`src/rtl/core/gcr_pkg.sv`:
```
// gcr_pkg: shared widths, register codes, reset values and helpers of the color ramp sampler
`default_nettype none

package gcr_pkg;

   // data widths
   localparam int POS_W        = 16;
   localparam int CHAN_W       = 8;
   localparam int NUM_CHAN     = 4;
   localparam int STOP_W       = POS_W + NUM_CHAN * CHAN_W;
   localparam int CNT_W        = 3;
   localparam int NUM_STOPS_DEF = 7;

   // divider shape: quotient is a byte, numerator is span-scaled byte
   localparam int QUOT_W       = CHAN_W;
   localparam int NUM_W        = POS_W + QUOT_W;
   localparam int DIV_STEP     = 2;
   localparam int DIV_STAGES   = QUOT_W / DIV_STEP;

   // front stages (input, search, select, multiply) plus divider stages
   localparam int PIPE_LATENCY = 4 + DIV_STAGES;

   // register port
   localparam int CSR_DATA_W   = 64;
   localparam int CSR_ADDR_W   = 6;
   localparam int REG_IDX_W    = 3;
   localparam int REG_LSB      = CSR_ADDR_W - REG_IDX_W;

   // register indexes
   localparam logic [REG_IDX_W-1:0] REG_STOP_COUNT = REG_IDX_W'(0);
   localparam logic [REG_IDX_W-1:0] REG_STOP_BASE  = REG_IDX_W'(1);

   // reset values
   localparam logic [CNT_W-1:0]  CNT_RESET   = CNT_W'(2);
   localparam logic [STOP_W-1:0] STOP0_RESET = STOP_W'(255);
   localparam logic [STOP_W-1:0] STOP1_RESET = {STOP_W{1'b1}};

   typedef logic [NUM_CHAN-1:0][NUM_W-1:0]  num_vec_type;
   typedef logic [NUM_CHAN-1:0][QUOT_W-1:0] quot_vec_type;

   // one transfer into the divider: four numerators sharing one span
   typedef struct packed {
      num_vec_type       num;
      logic [POS_W-1:0]  span;
   } div_req_type;

   function automatic logic [STOP_W-1:0] stop_reset(input int k);
      logic [STOP_W-1:0] val;
      case (k)
         0:       val = STOP0_RESET;
         1:       val = STOP1_RESET;
         default: val = '0;
      endcase
      return val;
   endfunction

   function automatic logic [POS_W-1:0] stop_pos(input logic [STOP_W-1:0] w);
      return w[STOP_W-1 -: POS_W];
   endfunction

   // channel 0 is red in the top byte, channel 3 alpha in the low byte
   function automatic logic [CHAN_W-1:0] stop_chan(input logic [STOP_W-1:0] w, input int ch);
      return w[(NUM_CHAN-1-ch)*CHAN_W +: CHAN_W];
   endfunction

endpackage

`default_nettype wire

```
`src/rtl/core/gcr_divider.sv`:
```
// gcr_divider: pipelined restoring divider, four lanes with a shared divisor, byte quotient
`default_nettype none

module gcr_divider (
   input  wire logic                 clock,
   input  wire logic                 reset,
   input  wire logic                 in_valid,
   input  wire gcr_pkg::div_req_type in_req,
   output logic                      out_valid,
   output gcr_pkg::quot_vec_type     out_quot
);
   import gcr_pkg::*;

   // rem holds the partial remainder, bits shifts numerator bits out and quotient bits in
   typedef struct packed {
      logic [NUM_CHAN-1:0][POS_W-1:0]  rem;
      logic [NUM_CHAN-1:0][QUOT_W-1:0] bits;
      logic [POS_W-1:0]                span;
   } div_stage_type;

   logic [DIV_STAGES-1:0] valid_ff;
   div_stage_type         stage_ff  [DIV_STAGES];
   div_stage_type         stage_src [DIV_STAGES];
   div_stage_type         stage_in  [DIV_STAGES];
   logic [DIV_STAGES-1:0] valid_src;

   // entry: the top part of the numerator is already below the span
   div_stage_type entry;
   always_comb begin
      for (int ln = 0; ln < NUM_CHAN; ln++) begin
         entry.rem[ln]  = in_req.num[ln][NUM_W-1 -: POS_W];
         entry.bits[ln] = in_req.num[ln][QUOT_W-1:0];
      end
      entry.span = in_req.span;
   end

   genvar s;
   generate
      for (s = 0; s < DIV_STAGES; s++) begin : g_stage
         if (s == 0) begin : g_first
            assign stage_src[s] = entry;
            assign valid_src[s] = in_valid;
         end else begin : g_next
            assign stage_src[s] = stage_ff[s-1];
            assign valid_src[s] = valid_ff[s-1];
         end

         // DIV_STEP compare-subtract steps per lane
         always_comb begin
            logic [POS_W:0]   trial;
            logic [POS_W-1:0] rem;
            logic [QUOT_W-1:0] bits;
            stage_in[s] = stage_src[s];
            for (int ln = 0; ln < NUM_CHAN; ln++) begin
               rem  = stage_src[s].rem[ln];
               bits = stage_src[s].bits[ln];
               for (int st = 0; st < DIV_STEP; st++) begin
                  trial = {rem, bits[QUOT_W-1]};
                  if (trial >= {1'b0, stage_src[s].span}) begin
                     rem  = POS_W'(trial - {1'b0, stage_src[s].span});
                     bits = {bits[QUOT_W-2:0], 1'b1};
                  end else begin
                     rem  = trial[POS_W-1:0];
                     bits = {bits[QUOT_W-2:0], 1'b0};
                  end
               end
               stage_in[s].rem[ln]  = rem;
               stage_in[s].bits[ln] = bits;
            end
         end

         // stage registers
         always_ff @(posedge clock) begin
            if (reset) begin
               valid_ff[s] <= 1'b0;
            end else begin
               valid_ff[s] <= valid_src[s];
            end
            stage_ff[s] <= stage_in[s];
         end
      end
   endgenerate

   // after the last stage the shifted bits are the quotient
   assign out_valid = valid_ff[DIV_STAGES-1];
   always_comb begin
      for (int ln = 0; ln < NUM_CHAN; ln++) begin
         out_quot[ln] = stage_ff[DIV_STAGES-1].bits[ln];
      end
   end

   // quotient must fit a byte: the upper numerator part sits below the span
   a_num_fits: assert property (@(posedge clock) disable iff (reset)
      in_valid |-> (in_req.num[0][NUM_W-1 -: POS_W] < in_req.span) &&
                   (in_req.num[NUM_CHAN-1][NUM_W-1 -: POS_W] < in_req.span))
      else $error("divider numerator too large for a byte quotient");

   a_span_nonzero: assert property (@(posedge clock) disable iff (reset)
      in_valid |-> in_req.span != '0)
      else $error("divider span is zero");

   a_latency: assert property (@(posedge clock) disable iff (reset)
      in_valid |-> ##DIV_STAGES out_valid)
      else $error("divider lost a transfer");

endmodule

`default_nettype wire

```
`config.mk`:
```
export PLATFORM = sky130hd
export DESIGN_NAME = gcr_divider
export DESIGN_NICKNAME = d
export VERILOG_FILES = /design/src/rtl/core/gcr_pkg.sv /design/src/rtl/core/gcr_divider.sv
export SDC_FILE = /design/constraint.sdc
export NUM_CORES = 2
export LEC_CHECK = 0
export ABC_CLOCK_PERIOD_IN_PS = 16400
export BUFFER_PORTS_ARGS = -buffer_cell sky130_fd_sc_hd__buf_2
export CORE_MARGIN = 2
export CORE_UTILIZATION = 41
export CTS_CLUSTER_DIAMETER = 30
export DETAILED_ROUTE_END_ITERATION = 7
export MAX_ROUTING_LAYER = met4
export PLACE_DENSITY = 0.54
export SETUP_SLACK_MARGIN = 0.4
export SYNTH_ARGS = -nofsm -noshare
export SYNTH_HDL_FRONTEND = slang
export SYNTH_SLANG_ARGS = --single-unit
```
`constraint.sdc`:
```
create_clock -name clock -period 16.4 [get_ports clock]
set_input_delay 0.82 -clock clock [delete_from_list [all_inputs] [get_ports clock]]
set_output_delay 0.82 -clock clock [all_outputs]
set_load 0.03 [all_outputs]
```
==> results.py <==
metrics = {
    "worst_setup_path": {
        "required_ns": 16.93,
        "cp-start-kind": "register",
        "r2r_cells": 22,
        "crit_chain": "inv_1, buf_4, ha_1, nor2b_1, o31a_1, o31a_1, o2111ai_1, a31oi_1, nand2b_4, o41ai_4, buf_4, mux2_2, ha_1, a21o_1, a21oi_1, a21oi_1, o21ai_0, o311ai_0, a41oi_1, o211ai_1, a21oi_2, mux2_2",
        "critical_path_class": "reg2reg",
        "cpLargestDelayFamily": "compound AO/OA/AOI/OAI gates",
        "crit_buf_inv": 3,
        "cp_num_cells": 22,
        "cp.arrival_ns": 7.41,
        "critPathCaptureType": "register",
        "path_max_fanout": 16,
        "cp_slowest_cell": "a21oi_2",
        "critPathMaxStageDelay_ns": 0.76,
    },
    "clocking": {
        "cts.sinks": 372,
        "ctsLongestPathBuffers": 3,
        "clk_latency_ns": 0.66,
        "cts-root-buf": "clkbuf_16",
        "post_cts_buffers": 0,
        "cts_buffers": 99,
        "post_cts_resized": 0,
        "cts_tree": "yes",
        "cts.clk_slew.worst_paths_ns": 0.05,
        "cts_hold_buf": 0,
        "htreeDepth": 3,
    },
    "sta": {
        "fin_crit_sh": 0.420,
        "clock.fmax_mhz": 145,
        "slew_violations": 0,
        "fin_crit_ns": 6.88,
        "setup_tns_ns": 0,
        "slew_headroom": 0.291,
        "rsz0062_at_grt": "false",
        "finalSetupViolations": 0,
        "hold_violations": 0,
        "worst_slew_pin_slew_ns": 1.06,
        "skew_ns": 0.0353,
    },
    "synth": {
        "synth_top_area_frac": 0.220,
        "ys_ff_latch": 372,
        "async_flop_share": 0,
        "ys_types": 89,
        "synth_largest_area_cell": "dfxtp_1",
        "synthesis.nets": 4570,
        "yosys_warnings": 0,
        "synth_flop_cell": "dfxtp_1",
        "synthCells": 3915,
        "synth.avg_cell_area_um2": 8.64,
        "synth-seq-area-share": 0.220,
        "synth-edff-count": 0,
        "ys_top_cells_by_area": "dfxtp_1 (22%), ha_1 (19%), mux2_2 (9.2%)",
        "synth_area_um2": 33800,
    },
    "min_path": {
        "min_path_cells": 1,
        "worstHoldPathType": "in2reg",
    },
    "global_routing": {
        "gr-total-overflow": 0,
        "grt_pass1_vias": 28300,
        "antenna_found_initial": 1,
        "grt.total_usage": 0.239,
        "grt_pass1_wl_um": 157000,
        "grt_max_degree": 30,
    },
    "routing": {
        "drt_iter0_markers": 1737,
        "routed_wl_um": 100000,
        "first_pass_iters": 6,
        "ant_nets": 0,
        "routed_via_density": 5.49,
        "via_count": 29100,
        "drt-wirelength-per-cell_um": 18.9,
        "drc_errors": 0,
    },
    "die": {
        "dieHeight_um": 291,
        "die_w_um": 291,
        "core_um2": 81800,
        "rows": 105,
        "ioPinCount": 148,
        "start_util": 0.413,
        "dieArea_um2": 84900,
    },
    "cells_and_area": {
        "area_delta_synth_final_pct": 17.2,
        "fill_cells": 7965,
        "drive_above_1_share": 0.168,
        "fin_nets": 4798,
    },
    "placed_design": {
        "portBuffers": 147,
        "dp_hpwl_um": 78500,
        "gp_congestion": 0.922,
    },
    "run": {
        "max_cap_viol_count": 0,
    },
    "status": {
        "status": "finished, final reports clean",
    },
}
==> final cells by class <==
class	count	area [um2]	area share
Antenna cell	1	2.50	0.0000631
Clock buffer	115	2630	0.0663
Clock inverter	72	1040	0.0263
Inverter	234	878	0.0221
Multi-Input combinational cell	3253	25300	0.638
Sequential cell	372	7450	0.188
Tap cell	1070	1340	0.0338
Timing Repair Buffer	183	1010	0.0254
==> path summary, 6_finish.rpt <==
kind / from / to / slack (ns)
min: in_req[5] / stage_ff[0][5] / 0.26
min reg2reg: stage_ff[0][36] / stage_ff[1][38] / 0.31
max reg2reg: stage_ff[0][1] / stage_ff[1][107] / 9.52
max: stage_ff[0][1] / stage_ff[1][107] / 9.52
==> Yosys cell counts (all sizes together) (76+ instances only) <==
cell type and instances:
ha 512, dfxtp 372, a21oi 328, mux2 287, nand2 267, nor2 252
inv 232, xnor2 231, o21ai 215, a21o 148, xor2 104, o21a 76
==> flip-flops by register name, summed over array words and instances (netlist names) <==
name	flops
stage_ff	368
out_valid	1
valid_ff	3
==> logic make-up (layout without fill, tap and decap cells) <==
group / count (synthesis) / in the layout / synth area share
xor gates and xnor gates: 335 / 335 / 0.0867
adders and majority gates: 540 / 540 / 0.206
buffers and inverters: 290 / 604 / 0.0335
muxes: 313 / 313 / 0.104
and+or+nand+nor: 956 / 956 / 0.136
other: 0 / 1 / 0
AOI/OAI and AO/OA: 1109 / 1109 / 0.214
DFF: 372 / 372 / 0.220
==> layout by cell type, fill, tap and decap left out, types with 13 or more instances in the layout <==
cell type	instances
a21oi_1	325
buf_2	147
clkbuf_16	100
mux2i_1	26
buf_4	36
a31o_2	14
o21a_1	76
ha_1	512
fa_1	28
dfxtp_1	372
o31ai_1	30
clkinv_2	19
nor2_1	252
mux2_2	275
nor3_1	69
o31a_1	15
nor4_1	17
a31oi_1	36
nand4_1	60
xor2_1	104
bufinv_16	19
a211oi_1	27
clkinvlp_4	13
or3_1	29
o41ai_1	14
xnor2_1	231
o211ai_1	28
a21boi_0	15
a21o_1	148
nor2b_1	61
nand2b_1	48
or2_2	24
inv_1	231
o21ai_0	209
o21bai_1	50
nand3_1	65
nand2_1	267
and3_1	24
==> metrics by stage <==
stage | util | cells | hold WS [ns] | setup slack (ns) | cell area, um2
final | 0.485 | 5300 | 0.264 | 9.52 | 39700
after global routing | 0.485 | 5300 | 0.215 | 9.00 | 39700
after CTS | 0.484 | 5299 | 0.213 | 9.45 | 39700
after detailed placement | 0.440 | 5112 | 0.312 | 9.48 | 36000
after global placement | 0.440 | 5112 | 0.311 | 9.61 | 36000
after floorplan | - | 3915 | 0.310 | 10.19 | 33800
==> routing by layer <==
layer | GRT usage | vias to the layer above | part of all wire
met1 | 0.321 | 13400 | 0.49
met4 | 0.0820 | 0 | 0.036
met5 | - | - | 0
met3 | 0.0360 | 184 | 0.047
met2 | 0.366 | 683 | 0.43
li1 | - | 14900 | -
Power is left out: the tool's default activity adds up to more than one toggle a clock period on the data nets, which glitch-free logic cannot reach.
